## config.mk

```make
export PLATFORM = sky130hd
export DESIGN_NAME = line_sensor_tracker
export DESIGN_NICKNAME = d
export VERILOG_FILES = /design/src/hdl/lst_pkg.sv /design/src/hdl/lst_window.sv /design/src/hdl/lst_core.sv /design/src/hdl/line_sensor_tracker.sv
export SDC_FILE = /design/constraint.sdc
export NUM_CORES = 1
export LEC_CHECK = 0
export ABC_CLOCK_PERIOD_IN_PS = 8270
export CAP_MARGIN = 20
export CORE_ASPECT_RATIO = 1.1
export CORE_MARGIN = 2
export CORE_UTILIZATION = 40
export CTS_CLUSTER_SIZE = 16
export DETAILED_ROUTE_END_ITERATION = 8
export DONT_BUFFER_PORTS = 1
export PLACE_DENSITY = 0.62
export SYNTH_ARGS = -nofsm -noshare
export SYNTH_HDL_FRONTEND = slang
export SYNTH_SLANG_ARGS = --single-unit
export TNS_END_PERCENT = 30
```

## constraint.sdc

```tcl
create_clock -name clk -period 8.27 [get_ports clk]
set_clock_uncertainty 0.15 [all_clocks]
set_input_delay 1.2405 -clock clk [delete_from_list [all_inputs] [get_ports clk]]
set_output_delay 1.2405 -clock clk [all_outputs]
set_load 0.05 [all_outputs]
```

## src/hdl/lst_pkg.sv

```systemverilog
// ----------------------------------------------------------------------------
// lst_pkg - shared definitions for the line sensor tracker
// Widths, command and register codes, position and direction codes, and the
// configuration and status bundles passed between modules.
// ----------------------------------------------------------------------------
package lst_pkg;

  // Default widths for the top level parameters
  localparam int SAMPLE_BITS_DEF = 12;
  localparam int COUNT_BITS_DEF  = 8;

  // Fixed field widths
  localparam int CMD_W    = 2;
  localparam int TIME_W   = 32;
  localparam int THRESH_W = 14;
  localparam int OFFSET_W = 13;
  localparam int DEB_W    = 16;
  localparam int POS_W    = 2;
  localparam int DIR_W    = 2;
  localparam int REG_IDX_W = 3;
  localparam int CFG_DATA_W = 16;

  // Commands
  localparam logic [CMD_W-1:0] CMD_SAMPLE = 2'd0;
  localparam logic [CMD_W-1:0] CMD_START  = 2'd1;
  localparam logic [CMD_W-1:0] CMD_STOP   = 2'd2;

  // Line position codes
  localparam logic [POS_W-1:0] POS_MIDDLE = 2'd0;
  localparam logic [POS_W-1:0] POS_LEFT   = 2'd1;
  localparam logic [POS_W-1:0] POS_RIGHT  = 2'd2;

  // Direction codes
  localparam logic [DIR_W-1:0] DIR_FORWARD = 2'd0;
  localparam logic [DIR_W-1:0] DIR_LEFT    = 2'd1;
  localparam logic [DIR_W-1:0] DIR_RIGHT   = 2'd2;
  localparam logic [DIR_W-1:0] DIR_LOST    = 2'd3;

  // Register indexes
  localparam logic [REG_IDX_W-1:0] REG_THRESHOLD_MIN = 3'd0;
  localparam logic [REG_IDX_W-1:0] REG_THRESHOLD_MAX = 3'd1;
  localparam logic [REG_IDX_W-1:0] REG_OFFSET_LEFT   = 3'd2;
  localparam logic [REG_IDX_W-1:0] REG_OFFSET_MIDDLE = 3'd3;
  localparam logic [REG_IDX_W-1:0] REG_OFFSET_RIGHT  = 3'd4;
  localparam logic [REG_IDX_W-1:0] REG_DEBOUNCE_MS   = 3'd5;

  // Register reset values
  localparam logic [THRESH_W-1:0] THRESHOLD_MIN_RST = 14'd0;
  localparam logic [THRESH_W-1:0] THRESHOLD_MAX_RST = 14'd4095;

  typedef struct packed {
    logic signed [THRESH_W-1:0] threshold_min;
    logic signed [THRESH_W-1:0] threshold_max;
    logic signed [OFFSET_W-1:0] offset_left;
    logic signed [OFFSET_W-1:0] offset_middle;
    logic signed [OFFSET_W-1:0] offset_right;
    logic [DEB_W-1:0]           debounce_ms;
  } cfg_t;

  typedef struct packed {
    logic [2:0]       active_flags;
    logic [POS_W-1:0] line_position;
    logic [DIR_W-1:0] direction;
    logic             on_line;
    logic             crossed;
    logic             counting;
    logic             target_reached;
  } status_t;

endpackage

```

## src/hdl/lst_window.sv

```systemverilog
// ----------------------------------------------------------------------------
// lst_window - offset and window compare for one sensor
// Adds the signed offset to the converter code and checks the exact sum
// against the inclusive signed window.
// ----------------------------------------------------------------------------
module lst_window #(
  parameter int SAMPLE_BITS = lst_pkg::SAMPLE_BITS_DEF
) (
  input  logic [SAMPLE_BITS-1:0]              code,
  input  logic signed [lst_pkg::OFFSET_W-1:0] offset,
  input  logic signed [lst_pkg::THRESH_W-1:0] threshold_min,
  input  logic signed [lst_pkg::THRESH_W-1:0] threshold_max,
  output logic                                active
);

  // wide enough for the exact sum and for the thresholds
  localparam int CMP_W = (SAMPLE_BITS + 2 > lst_pkg::THRESH_W + 1) ?
                         SAMPLE_BITS + 2 : lst_pkg::THRESH_W + 1;

  logic signed [CMP_W-1:0] code_s;
  logic signed [CMP_W-1:0] offset_s;
  logic signed [CMP_W-1:0] adjusted;
  logic signed [CMP_W-1:0] min_s;
  logic signed [CMP_W-1:0] max_s;

  // extend every operand to the compare width
  assign code_s   = signed'({{(CMP_W-SAMPLE_BITS){1'b0}}, code});
  assign offset_s = signed'({{(CMP_W-lst_pkg::OFFSET_W){offset[lst_pkg::OFFSET_W-1]}},
                             offset});
  assign min_s    = signed'({{(CMP_W-lst_pkg::THRESH_W){threshold_min[lst_pkg::THRESH_W-1]}},
                             threshold_min});
  assign max_s    = signed'({{(CMP_W-lst_pkg::THRESH_W){threshold_max[lst_pkg::THRESH_W-1]}},
                             threshold_max});

  // compare the adjusted code against the window
  assign adjusted = code_s + offset_s;
  assign active   = (adjusted >= min_s) && (adjusted <= max_s);

endmodule

```

## src/hdl/lst_core.sv

```systemverilog
// ----------------------------------------------------------------------------
// lst_core - tracker state, direction and debounced line counter
// Holds the sensor, position and counter state, steps it for each beat taken
// from the input register and forms the result from the updated state.
// ----------------------------------------------------------------------------
module lst_core #(
  parameter int SAMPLE_BITS = lst_pkg::SAMPLE_BITS_DEF,
  parameter int COUNT_BITS  = lst_pkg::COUNT_BITS_DEF
) (
  input  logic                          clk,
  input  logic                          rst,
  input  logic                          advance,
  input  logic [lst_pkg::CMD_W-1:0]     command,
  input  logic [SAMPLE_BITS-1:0]        sample_left,
  input  logic [SAMPLE_BITS-1:0]        sample_middle,
  input  logic [SAMPLE_BITS-1:0]        sample_right,
  input  logic [lst_pkg::TIME_W-1:0]    now_ms,
  input  logic [COUNT_BITS-1:0]         target_lines,
  input  lst_pkg::cfg_t                 cfg,
  output lst_pkg::status_t              status,
  output logic [COUNT_BITS-1:0]         line_count
);

  // state registers
  logic                        left_active, middle_active, right_active;
  logic [lst_pkg::POS_W-1:0]   position_state;
  logic [lst_pkg::DIR_W-1:0]   direction_state;
  logic                        previous_middle;
  logic                        counter_on;
  logic [COUNT_BITS-1:0]       count_value;
  logic [COUNT_BITS-1:0]       count_target;
  logic                        last_seen_middle;
  logic [lst_pkg::TIME_W-1:0]  last_trigger_time;

  logic                        left_active_next, middle_active_next, right_active_next;
  logic [lst_pkg::POS_W-1:0]   position_state_next;
  logic [lst_pkg::DIR_W-1:0]   direction_state_next;
  logic                        previous_middle_next;
  logic                        counter_on_next;
  logic [COUNT_BITS-1:0]       count_value_next;
  logic [COUNT_BITS-1:0]       count_target_next;
  logic                        last_seen_middle_next;
  logic [lst_pkg::TIME_W-1:0]  last_trigger_time_next;

  logic                        win_left, win_middle, win_right;
  logic [lst_pkg::TIME_W-1:0]  elapsed;
  logic                        trigger;
  logic                        crossed;

  // window compare per sensor
  lst_window #(.SAMPLE_BITS(SAMPLE_BITS)) u_win_left (
    .code(sample_left), .offset(cfg.offset_left),
    .threshold_min(cfg.threshold_min), .threshold_max(cfg.threshold_max),
    .active(win_left)
  );
  lst_window #(.SAMPLE_BITS(SAMPLE_BITS)) u_win_middle (
    .code(sample_middle), .offset(cfg.offset_middle),
    .threshold_min(cfg.threshold_min), .threshold_max(cfg.threshold_max),
    .active(win_middle)
  );
  lst_window #(.SAMPLE_BITS(SAMPLE_BITS)) u_win_right (
    .code(sample_right), .offset(cfg.offset_right),
    .threshold_min(cfg.threshold_min), .threshold_max(cfg.threshold_max),
    .active(win_right)
  );

  // debounce: time since the last accepted transition, wrapping
  assign elapsed = now_ms - last_trigger_time;
  assign trigger = (win_middle != last_seen_middle) &&
                   (elapsed > {{(lst_pkg::TIME_W-lst_pkg::DEB_W){1'b0}}, cfg.debounce_ms});

  // step the state for one command
  always_comb begin
    left_active_next       = left_active;
    middle_active_next     = middle_active;
    right_active_next      = right_active;
    position_state_next    = position_state;
    direction_state_next   = direction_state;
    previous_middle_next   = previous_middle;
    counter_on_next        = counter_on;
    count_value_next       = count_value;
    count_target_next      = count_target;
    last_seen_middle_next  = last_seen_middle;
    last_trigger_time_next = last_trigger_time;
    crossed                = 1'b0;
    case (command)
      lst_pkg::CMD_SAMPLE: begin
        left_active_next   = win_left;
        middle_active_next = win_middle;
        right_active_next  = win_right;
        // position machine; right wins over left from the middle
        case (position_state)
          lst_pkg::POS_LEFT: begin
            if (!win_left) position_state_next = lst_pkg::POS_MIDDLE;
          end
          lst_pkg::POS_RIGHT: begin
            if (!win_right) position_state_next = lst_pkg::POS_MIDDLE;
          end
          default: begin
            if (win_right)     position_state_next = lst_pkg::POS_RIGHT;
            else if (win_left) position_state_next = lst_pkg::POS_LEFT;
            else               position_state_next = lst_pkg::POS_MIDDLE;
          end
        endcase
        // priority direction
        if (win_middle)     direction_state_next = lst_pkg::DIR_FORWARD;
        else if (win_left)  direction_state_next = lst_pkg::DIR_LEFT;
        else if (win_right) direction_state_next = lst_pkg::DIR_RIGHT;
        else                direction_state_next = lst_pkg::DIR_LOST;
        crossed              = (win_middle != previous_middle);
        previous_middle_next = win_middle;
        // debounced rising-edge count, saturating; stop at the target
        if (counter_on) begin
          if (trigger) begin
            last_trigger_time_next = now_ms;
            last_seen_middle_next  = win_middle;
            if (win_middle && (count_value != {COUNT_BITS{1'b1}})) begin
              count_value_next = count_value + COUNT_BITS'(1'b1);
            end
          end
          if (count_value_next >= count_target) counter_on_next = 1'b0;
        end
      end
      lst_pkg::CMD_START: begin
        count_value_next      = '0;
        last_seen_middle_next = middle_active;
        count_target_next     = target_lines;
        counter_on_next       = 1'b1;
      end
      lst_pkg::CMD_STOP: begin
        counter_on_next  = 1'b0;
        count_value_next = '0;
      end
      default: begin
        counter_on_next = counter_on;
      end
    endcase
  end

  // advance the state on each beat taken
  always_ff @(posedge clk) begin
    if (rst) begin
      left_active       <= 1'b0;
      middle_active     <= 1'b0;
      right_active      <= 1'b0;
      position_state    <= lst_pkg::POS_MIDDLE;
      direction_state   <= lst_pkg::DIR_LOST;
      previous_middle   <= 1'b0;
      counter_on        <= 1'b0;
      count_value       <= '0;
      count_target      <= '0;
      last_seen_middle  <= 1'b0;
      last_trigger_time <= '0;
    end else if (advance) begin
      left_active       <= left_active_next;
      middle_active     <= middle_active_next;
      right_active      <= right_active_next;
      position_state    <= position_state_next;
      direction_state   <= direction_state_next;
      previous_middle   <= previous_middle_next;
      counter_on        <= counter_on_next;
      count_value       <= count_value_next;
      count_target      <= count_target_next;
      last_seen_middle  <= last_seen_middle_next;
      last_trigger_time <= last_trigger_time_next;
    end
  end

  // result from the updated state
  always_comb begin
    status.active_flags   = {right_active_next, middle_active_next, left_active_next};
    status.line_position  = position_state_next;
    status.direction      = direction_state_next;
    status.on_line        = middle_active_next && !left_active_next && !right_active_next;
    status.crossed        = crossed;
    status.counting       = counter_on_next;
    status.target_reached = !counter_on_next && (count_value_next >= count_target_next);
    line_count            = count_value_next;
  end

  // start clears the count and arms the counter
  a_start_arms: assert property (@(posedge clk) disable iff (rst)
    (advance && command == lst_pkg::CMD_START) |=> (counter_on && count_value == '0))
    else $error("start did not arm the counter");

  // a sample moves the count up by at most one
  a_count_step: assert property (@(posedge clk) disable iff (rst)
    (advance && command == lst_pkg::CMD_SAMPLE) |=>
      (count_value == $past(count_value) ||
       count_value == $past(count_value) + COUNT_BITS'(1'b1)))
    else $error("line count jumped");

  // counting only ever turns on by a start command
  a_on_by_start: assert property (@(posedge clk) disable iff (rst)
    $rose(counter_on) |-> $past(advance && command == lst_pkg::CMD_START))
    else $error("counter turned on without start");

  // state holds while no beat is taken
  a_hold: assert property (@(posedge clk) disable iff (rst)
    !advance |=> ($stable(count_value) && $stable(position_state) && $stable(counter_on)))
    else $error("state moved without a beat");

endmodule

```

## src/hdl/line_sensor_tracker.sv

```systemverilog
// A result beat passes through the two register stages, the input register and
// then the result register, on its way from offer to result.
// Throughput: one beat per cycle; the input register and the result register
// each take a beat every cycle the downstream side accepts.
// Reset (rst, synchronous, active high) clears the tracker and counter state,
// empties both registers and loads the configuration registers' defaults.
// ----------------------------------------------------------------------------
// line_sensor_tracker - three-sensor line follower with debounced line counter
// Input register, tracker core and result register on stream channels, with
// a separate configuration write channel.
// ----------------------------------------------------------------------------
module line_sensor_tracker #(
  parameter int SAMPLE_BITS = lst_pkg::SAMPLE_BITS_DEF,
  parameter int COUNT_BITS  = lst_pkg::COUNT_BITS_DEF
) (
  input  logic                                  clk,
  input  logic                                  rst,
  // configuration write channel
  input  logic                                  cfg_valid,
  output logic                                  cfg_ready,
  input  logic [lst_pkg::REG_IDX_W-1:0]         cfg_index,
  input  logic [lst_pkg::CFG_DATA_W-1:0]        cfg_data,
  // input stream
  input  logic                                  s_tvalid,
  output logic                                  s_tready,
  // s_tdata: sample_left, sample_middle, sample_right, now_ms, target_lines, zero pad
  input  logic [((3*SAMPLE_BITS+lst_pkg::TIME_W+COUNT_BITS+7)/8)*8-1:0] s_tdata,
  // s_tuser: command
  input  logic [lst_pkg::CMD_W-1:0]             s_tuser,
  // result stream
  output logic                                  m_tvalid,
  input  logic                                  m_tready,
  // m_tdata: active_flags, line_position, direction, on_line, crossed, counting,
  //          line_count, target_reached, zero pad
  output logic [((11+COUNT_BITS+7)/8)*8-1:0]    m_tdata
);

  localparam int IN_DATA_W  = ((3*SAMPLE_BITS+lst_pkg::TIME_W+COUNT_BITS+7)/8)*8;
  localparam int OUT_W      = 11 + COUNT_BITS;
  localparam int OUT_DATA_W = ((OUT_W+7)/8)*8;
  localparam int MID_LO     = SAMPLE_BITS;
  localparam int RIGHT_LO   = 2*SAMPLE_BITS;
  localparam int TIME_LO    = 3*SAMPLE_BITS;
  localparam int TGT_LO     = TIME_LO + lst_pkg::TIME_W;

  lst_pkg::cfg_t                cfg;
  logic                         in_valid;
  logic [lst_pkg::CMD_W-1:0]    in_command;
  logic [SAMPLE_BITS-1:0]       in_left, in_middle, in_right;
  logic [lst_pkg::TIME_W-1:0]   in_now;
  logic [COUNT_BITS-1:0]        in_target;
  logic                         out_valid;
  lst_pkg::status_t             out_status;
  logic [COUNT_BITS-1:0]        out_count;
  lst_pkg::status_t             core_status;
  logic [COUNT_BITS-1:0]        core_count;
  logic                         out_free;
  logic                         advance;
  logic [OUT_W-1:0]             out_packed;

  // configuration writes are taken at once
  assign cfg_ready = 1'b1;

  always_ff @(posedge clk) begin
    if (rst) begin
      cfg.threshold_min <= lst_pkg::THRESHOLD_MIN_RST;
      cfg.threshold_max <= lst_pkg::THRESHOLD_MAX_RST;
      cfg.offset_left   <= '0;
      cfg.offset_middle <= '0;
      cfg.offset_right  <= '0;
      cfg.debounce_ms   <= '0;
    end else if (cfg_valid && cfg_ready) begin
      case (cfg_index)
        lst_pkg::REG_THRESHOLD_MIN: cfg.threshold_min <= cfg_data[lst_pkg::THRESH_W-1:0];
        lst_pkg::REG_THRESHOLD_MAX: cfg.threshold_max <= cfg_data[lst_pkg::THRESH_W-1:0];
        lst_pkg::REG_OFFSET_LEFT:   cfg.offset_left   <= cfg_data[lst_pkg::OFFSET_W-1:0];
        lst_pkg::REG_OFFSET_MIDDLE: cfg.offset_middle <= cfg_data[lst_pkg::OFFSET_W-1:0];
        lst_pkg::REG_OFFSET_RIGHT:  cfg.offset_right  <= cfg_data[lst_pkg::OFFSET_W-1:0];
        lst_pkg::REG_DEBOUNCE_MS:   cfg.debounce_ms   <= cfg_data[lst_pkg::DEB_W-1:0];
        default: cfg.debounce_ms <= cfg.debounce_ms;
      endcase
    end
  end

  // handshake: the result register frees when empty or being taken
  assign out_free = !out_valid || m_tready;
  assign advance  = in_valid && out_free;
  assign s_tready = !in_valid || out_free;

  // input register
  always_ff @(posedge clk) begin
    if (rst) begin
      in_valid <= 1'b0;
    end else if (s_tready) begin
      in_valid <= s_tvalid;
    end
  end

  always_ff @(posedge clk) begin
    if (s_tvalid && s_tready) begin
      in_command <= s_tuser;
      in_left    <= s_tdata[SAMPLE_BITS-1:0];
      in_middle  <= s_tdata[MID_LO +: SAMPLE_BITS];
      in_right   <= s_tdata[RIGHT_LO +: SAMPLE_BITS];
      in_now     <= s_tdata[TIME_LO +: lst_pkg::TIME_W];
      in_target  <= s_tdata[TGT_LO +: COUNT_BITS];
    end
  end

  lst_core #(.SAMPLE_BITS(SAMPLE_BITS), .COUNT_BITS(COUNT_BITS)) u_core (
    .clk(clk),
    .rst(rst),
    .advance(advance),
    .command(in_command),
    .sample_left(in_left),
    .sample_middle(in_middle),
    .sample_right(in_right),
    .now_ms(in_now),
    .target_lines(in_target),
    .cfg(cfg),
    .status(core_status),
    .line_count(core_count)
  );

  // result register
  always_ff @(posedge clk) begin
    if (rst) begin
      out_valid <= 1'b0;
    end else if (out_free) begin
      out_valid <= in_valid;
    end
  end

  always_ff @(posedge clk) begin
    if (advance) begin
      out_status <= core_status;
      out_count  <= core_count;
    end
  end

  // pack the result beat
  assign out_packed = {out_status.target_reached, out_count, out_status.counting,
                       out_status.crossed, out_status.on_line, out_status.direction,
                       out_status.line_position, out_status.active_flags};
  assign m_tdata  = OUT_DATA_W'(out_packed);
  assign m_tvalid = out_valid;

  // input data width is fixed by the field layout
  a_in_width: assert property (@(posedge clk) disable iff (rst)
    (s_tvalid && s_tready) |-> (IN_DATA_W >= TGT_LO + COUNT_BITS))
    else $error("input layout exceeds tdata");

  // a stalled result beat is never overwritten
  a_no_overwrite: assert property (@(posedge clk) disable iff (rst)
    (out_valid && !m_tready) |=> (out_valid && $stable(out_packed)))
    else $error("result beat lost under stall");

  // every beat taken from the input register lands in the result register
  a_advance_lands: assert property (@(posedge clk) disable iff (rst)
    advance |=> out_valid)
    else $error("beat dropped between stages");

endmodule

```

# After elaboration in Yosys (flattened, before gate mapping)
# Index checks and enable logic that the tools add are counted.
dict set report op_classes {
  add_sub_neg 5
  order_cmp 9
  n_eq_ne 14
  mux 26
  reduce_logical 30
}
# operator n
set op_table {}
lappend op_table {{two-way mux 8 bit} 6}
lappend op_table {{adder 13 x 13 -> 14 bit} 3}
lappend op_table {{>= comparator 14 bit} 3}
lappend op_table {{<= comparator 14 bit} 3}
lappend op_table {{greater-than comparator 32 x 16 -> 1 bit} 1}
lappend op_table {{subtractor 32 bit} 1}
lappend op_table {{>= comparator 8 bit} 2}
lappend op_table {{case mux 8 bit (2 select lines)} 1}
lappend op_table {{two-way mux 2 bit} 7}
lappend op_table {{AND reduction 2 bit} 7}
lappend op_table {{logical AND 1 bit} 10}
lappend op_table {{two-way mux 1 bit} 9}
lappend op_table {{adder 8 x 1 -> 8 bit, second input constant} 1}
lappend op_table {{!= test 8 bit, second input constant} 1}
lappend op_table {{AND reduction 4 bit} 2}
lappend op_table {{equality test 3 x 2 -> 1 bit, second input constant} 2}
lappend op_table {{equality test 3 bit, second input constant} 2}
lappend op_table {{zero test 1 bit} 5}
lappend op_table {{equality test 2 x 1 -> 1 bit, second input constant} 2}
lappend op_table {{equality test 2 bit, second input constant} 2}
lappend op_table {{!= test 2 x 1 -> 1 bit, second input constant} 2}
lappend op_table {{case mux 2 bit (2 select lines)} 1}
lappend op_table {{equality test 3 x 1 -> 1 bit, second input constant} 1}
lappend op_table {{zero test 3 bit} 1}
lappend op_table {{other kinds (7)} 9}
dict set report word_totals {
  reg_bits 240
  in_bits 106
  out_inout_bits 27
  wordCells 117
}

# Logic depth before layout (Yosys ltp)
dict set report logic_depth {
  word_depth 14
  mapped_depth 36
  depth_no_buf 35
}

# Modules after synthesis
# A second synthesis with hierarchy kept.
dict set report hier_totals {
  hier_cells 1861
  hier_area_um2 16554.6
}
# mod instances cells_per_inst area_per_inst_um2 seq_area_each_um2
set modules_own_cells {}
lappend modules_own_cells {line_sensor_tracker 1 422 6359.8 4614.4}
lappend modules_own_cells {lst_core 1 854 6118.4 1161.1}
lappend modules_own_cells {lst_window 3 195 1358.8 0.0}

# Least setup slack after synthesis
# OpenSTA, ideal clock, no wires.
dict set report synth_path {
  kind {register to register}
  start {register in_middle[1]}
  end {register out_status (netlist bit m_tdata[18]) (data pin)}
  setup_time_ns 0.258
  arrival_ns 6.101
  t_required_ns 7.862
  path_slack_ns 1.761
  path_stages_with_launch 32
  n_path_buf 1
  period_less_slack_ns 6.509
  cell_sequence {edfxtp_1 -> ha_1 -> a21o_1 -> a21oi_1 -> o21ai_0 -> a21oi_1 -> o21bai_1 -> a21oi_1 -> o21ai_0 -> or4_1 -> o311ai_0 -> xnor2_1 -> ha_1 -> or2_2 -> a31oi_1 -> a211o_1 -> a21oi_1 -> nand3b_1 -> or2_2 -> clkbuf_1 -> nor2_1 -> mux2_1 -> ha_1 -> a21o_1 -> a21o_1 -> a21o_1 -> a21o_1 -> a21oi_1 -> nor2b_1 -> o21ai_0 -> a21oi_1 -> o221a_2}
}
# item line_no
set synth_rtl {}
lappend synth_rtl {{start: declaration} line_sensor_tracker.sv:49} ;# logic [SAMPLE_BITS-1:0] in_left, in_middle, in_right;
lappend synth_rtl {{start signal: assignment} line_sensor_tracker.sv:103} ;# in_middle <= s_tdata[MID_LO +: SAMPLE_BITS];
lappend synth_rtl {{end signal: assignment} line_sensor_tracker.sv:136} ;# out_status <= core_status;
lappend synth_rtl {{end: declaration} line_sensor_tracker.sv:53} ;# lst_pkg::status_t out_status;

==> impl_summary.log <==
INFO  metric dominant_combinational_cell_family_by_area_after_synthesis = compound AO/OA/AOI/OAI gates
INFO  metric timing.critical_path.arrival = approximately 7600 ps
INFO  metric gr-usage-all-layers = 21.2%
INFO  metric finalSetupViolations = 0
INFO  metric worst-setup-path-type = flip-flop to flip-flop
INFO  metric rsz0062_at_grt = false
INFO  metric hold_path_class = flip-flop to flip-flop
INFO  metric yosys.area_share.adder = 15.4%
INFO  metric max_stage_delay = roughly 630 ps
INFO  metric layout_worst_path_cycle_share = 89.7%
INFO  metric timing.max_cap.violations = 0
INFO  metric synth.ff_latch_count = 240
INFO  metric timing.slew.headroom = 24.4%
INFO  metric num_rows = 75
INFO  metric final.fill_count = 3727
INFO  metric synth_cell_type_count = 90
INFO  metric die-width = ~190 µm
INFO  metric number_of_synthesized_flops_with_an_enable_pin = 97
INFO  metric tritoncts = built
INFO  metric io-pin-count = roughly 130
INFO  metric remaining_drc_errors = 0
INFO  metric cts_hold_buf = 0
INFO  metric dpl.cell_count = 2234
INFO  metric avgViaCountPerCell = around 5.7
INFO  metric critical_path_peak_fanout = 10
INFO  metric grt_antenna_before_repair = 1
INFO  metric cts_resized = 0
INFO  metric clk-insertion-delay-late = 570 ps
INFO  metric cts_root_buf = sky130_fd_sc_hd__clkbuf_16
INFO  metric synth_compound_gate_area_share = between 20 and 25%
INFO  metric pwr_density_cell = 184 mW/mm²
INFO  metric drt_pass1_iterations = 7
INFO  metric port-buffer-count = 0
INFO  metric grt_max_degree = 150
INFO  metric final.setup.tns = 0 ps
INFO  metric grt_pass1_vias = 12500
INFO  metric htree_levels = 1
INFO  metric vdd_ir_drop_max = 190 µV
INFO  metric synth_async_sr_flop_share = 0%
INFO  metric core_area = 0.0384 mm²
INFO  metric instances_no_fill = 2288
INFO  metric fin_nets = approximately 2000
INFO  metric proportion_of_layout_cells_with_a_drive_suffix_above_1 = 4.98%
INFO  metric leakage = 6.48 nW
INFO  metric drt_wl_total = 43.9 mm
INFO  metric post_cts_buffers = 0
INFO  metric cpMaxStageDelayCell = sky130_fd_sc_hd__or3_1
INFO  metric dieArea = 0.0407 mm²
INFO  metric end_kind = flip-flop
INFO  metric first_iter_violations = 675
INFO  metric clk_pin_slew = 60 ps
INFO  metric run_status = completed
INFO  metric post_synth.cell_area_avg = slightly below 9 µm²
INFO  metric floorplan.initialDensity = about two fifths
INFO  metric dp_hpwl = roughly 32 mm
INFO  metric grt_remaining_overflow = 0
INFO  metric grt_first_pass_wirelength = 67.0 mm
INFO  metric synthesis.area = 0.0156 mm²
INFO  metric drtAntennaViolNets = 0
INFO  metric hold_violations = 0
INFO  metric period_needed = between 7000 and 8000 ps
INFO  metric fmax = 135 MHz
INFO  metric layout_common_cells = sky130_fd_sc_hd__nand2_1, sky130_fd_sc_hd__a21oi_1, sky130_fd_sc_hd__ha_1
INFO  metric area.growth.synth_to_final = 8.86%
INFO  metric routabilityCongestion = between 0.9 and 1
INFO  metric detailroute.via_count = 13000
INFO  metric yosys_warnings = 0
INFO  metric critical_path.startpoint_type = flip-flop
INFO  metric synth-xor-area-share = ~3.3%
INFO  metric tightest_slew = between 1000 and 1500 ps
INFO  metric final_common_cell = sky130_fd_sc_hd__nand2_1
INFO  metric muxShareOfSynthArea = 0.400%
INFO  metric cts_inserted_buffers = 28
INFO  metric synth_seq_area_share = 36.9%
INFO  metric clock_path_buffers = 3
INFO  metric synth_top_flop_cell = sky130_fd_sc_hd__dfxtp_1
INFO  metric postSynthCellCount = 1802
INFO  metric fraction_of_the_mapped_netlist_area_in_simple_logic_gates = a little under a fifth
INFO  metric report.final.slew_viol_count = 0
INFO  metric critPathRequiredTime = 8440 ps
INFO  metric fp.dieH = 211 µm
INFO  metric clock_sink_count = 240
INFO  metric avgRoutedWirePerCell = 19.2 µm
## logic make-up after synthesis
group	after synthesis
muxes	6
and+or+nand+nor	598
other	2
DFF	240
buffers and inverters	208
xor gates and xnor gates	59
AOI/OAI and AO/OA	499
adders and majority gates	190
## per-stage QoR
stage / worst slack, ps / hold WS [ps] / util (%) / total power, mW / instance area [µm²]
after CTS: 831 / 301 / 44.3 / 3.16 / 17000
after floorplan: 1760 / 285 / - / 1.72 / 15600
final: 853 / 306 / 44.3 / 3.13 / 17000
after detailed placement: 886 / 294 / 41.7 / 1.84 / 16000
after global placement: 988 / 287 / 41.7 / 1.82 / 16000
after global routing: 325 / 315 / 44.3 / 3.28 / 17000
## final timing paths
path / start / to / slack [ps] / cells past startpoint
max: in_now[4] / m_tdata[18] / 850 / 30
min: cfg[4] / cfg[4] / 310 / 2
max reg2reg: in_now[4] / m_tdata[18] / 850 / 30
min reg2reg: cfg[4] / cfg[4] / 310 / 2
## layer usage
metal	vias to the layer above	global-route usage, %	wire length, µm
met1	6152	26.3	18900
met2	337	36.7	21000
met4	2	7.77	1470
met3	79	3.75	2500
met5	-	0	12
li1	6407	-	-
## cell type report
class	instances	area, µm²	area share, %
multi-input combinational	1358	9080	53.3
sequential	240	5780	33.9
clock buffer	44	885	5.20
tap	500	626	3.68
inverter	127	477	2.80
clock inverter	8	100	0.588
timing repair buffer	10	75.1	0.441
antenna	1	2.50	0.0147
## power by group
group / internal (mW) / leakage [nW] / switching, mW
clock network: 0.795 / 0.482 / 0.515
registers: 1.28 / 2.10 / 0.0445
logic: 0.177 / 3.90 / 0.314
total: 2.25 / 6.48 / 0.873
## flip-flops by register name (all words and copies together), names as in the netlist, 11 cells and up
name                      flops
cfg                          83
in_now                       32
in_right                     12
in_middle                    12
in_left                      12
u_core.last_trigger_time     32
m_tdata                      11
## synthesized netlist by cell type, types with 7 or more instances
| cell type | count | area share (%) |
|---|---|---|
| sky130_fd_sc_hd__nand4_1 | 33 | 1.3 |
| sky130_fd_sc_hd__nor2_1 | 109 | 2.6 |
| sky130_fd_sc_hd__buf_1 | 7 | 0.17 |
| sky130_fd_sc_hd__xor2_1 | 20 | 1.1 |
| sky130_fd_sc_hd__o21ai_0 | 70 | 2.2 |
| sky130_fd_sc_hd__edfxtp_1 | 97 | 19 |
| sky130_fd_sc_hd__xnor2_1 | 39 | 2.2 |
| sky130_fd_sc_hd__nand2_1 | 231 | 5.5 |
| sky130_fd_sc_hd__inv_1 | 125 | 3.0 |
| sky130_fd_sc_hd__o21a_1 | 25 | 1.2 |
| sky130_fd_sc_hd__and2_1 | 10 | 0.40 |
| sky130_fd_sc_hd__or3_1 | 13 | 0.52 |
| sky130_fd_sc_hd__nor3_1 | 30 | 0.96 |
| sky130_fd_sc_hd__o31ai_1 | 7 | 0.34 |
| sky130_fd_sc_hd__nor2b_1 | 29 | 1.2 |
| sky130_fd_sc_hd__a211oi_1 | 18 | 0.86 |
| sky130_fd_sc_hd__buf_2 | 12 | 0.38 |
| sky130_fd_sc_hd__or2_2 | 9 | 0.36 |
| sky130_fd_sc_hd__o21bai_1 | 13 | 0.62 |
| sky130_fd_sc_hd__o211ai_1 | 21 | 1.0 |
| sky130_fd_sc_hd__nor4_1 | 9 | 0.36 |
| sky130_fd_sc_hd__ha_1 | 186 | 15 |
| sky130_fd_sc_hd__a21o_1 | 27 | 1.3 |
| sky130_fd_sc_hd__a21oi_1 | 208 | 6.7 |
| sky130_fd_sc_hd__a211o_1 | 17 | 0.95 |
| sky130_fd_sc_hd__nand2b_1 | 19 | 0.76 |
| sky130_fd_sc_hd__o21ai_1 | 16 | 0.51 |
| sky130_fd_sc_hd__clkbuf_1 | 56 | 1.3 |
| sky130_fd_sc_hd__and3_1 | 11 | 0.44 |
| sky130_fd_sc_hd__dfxtp_1 | 143 | 18 |
| sky130_fd_sc_hd__nand3_1 | 62 | 2.0 |
## critical path: cells and delay by family (launching register included)
family,cells,cell delay [ps]
flip-flops,1,400
XOR/XNOR,1,150
AND/OR/NAND/NOR,14,3250
AO/OA/AOI/OAI,12,2210
adder cells (fa/ha/maj),3,1010
Power figures use the tool's default switching activity.
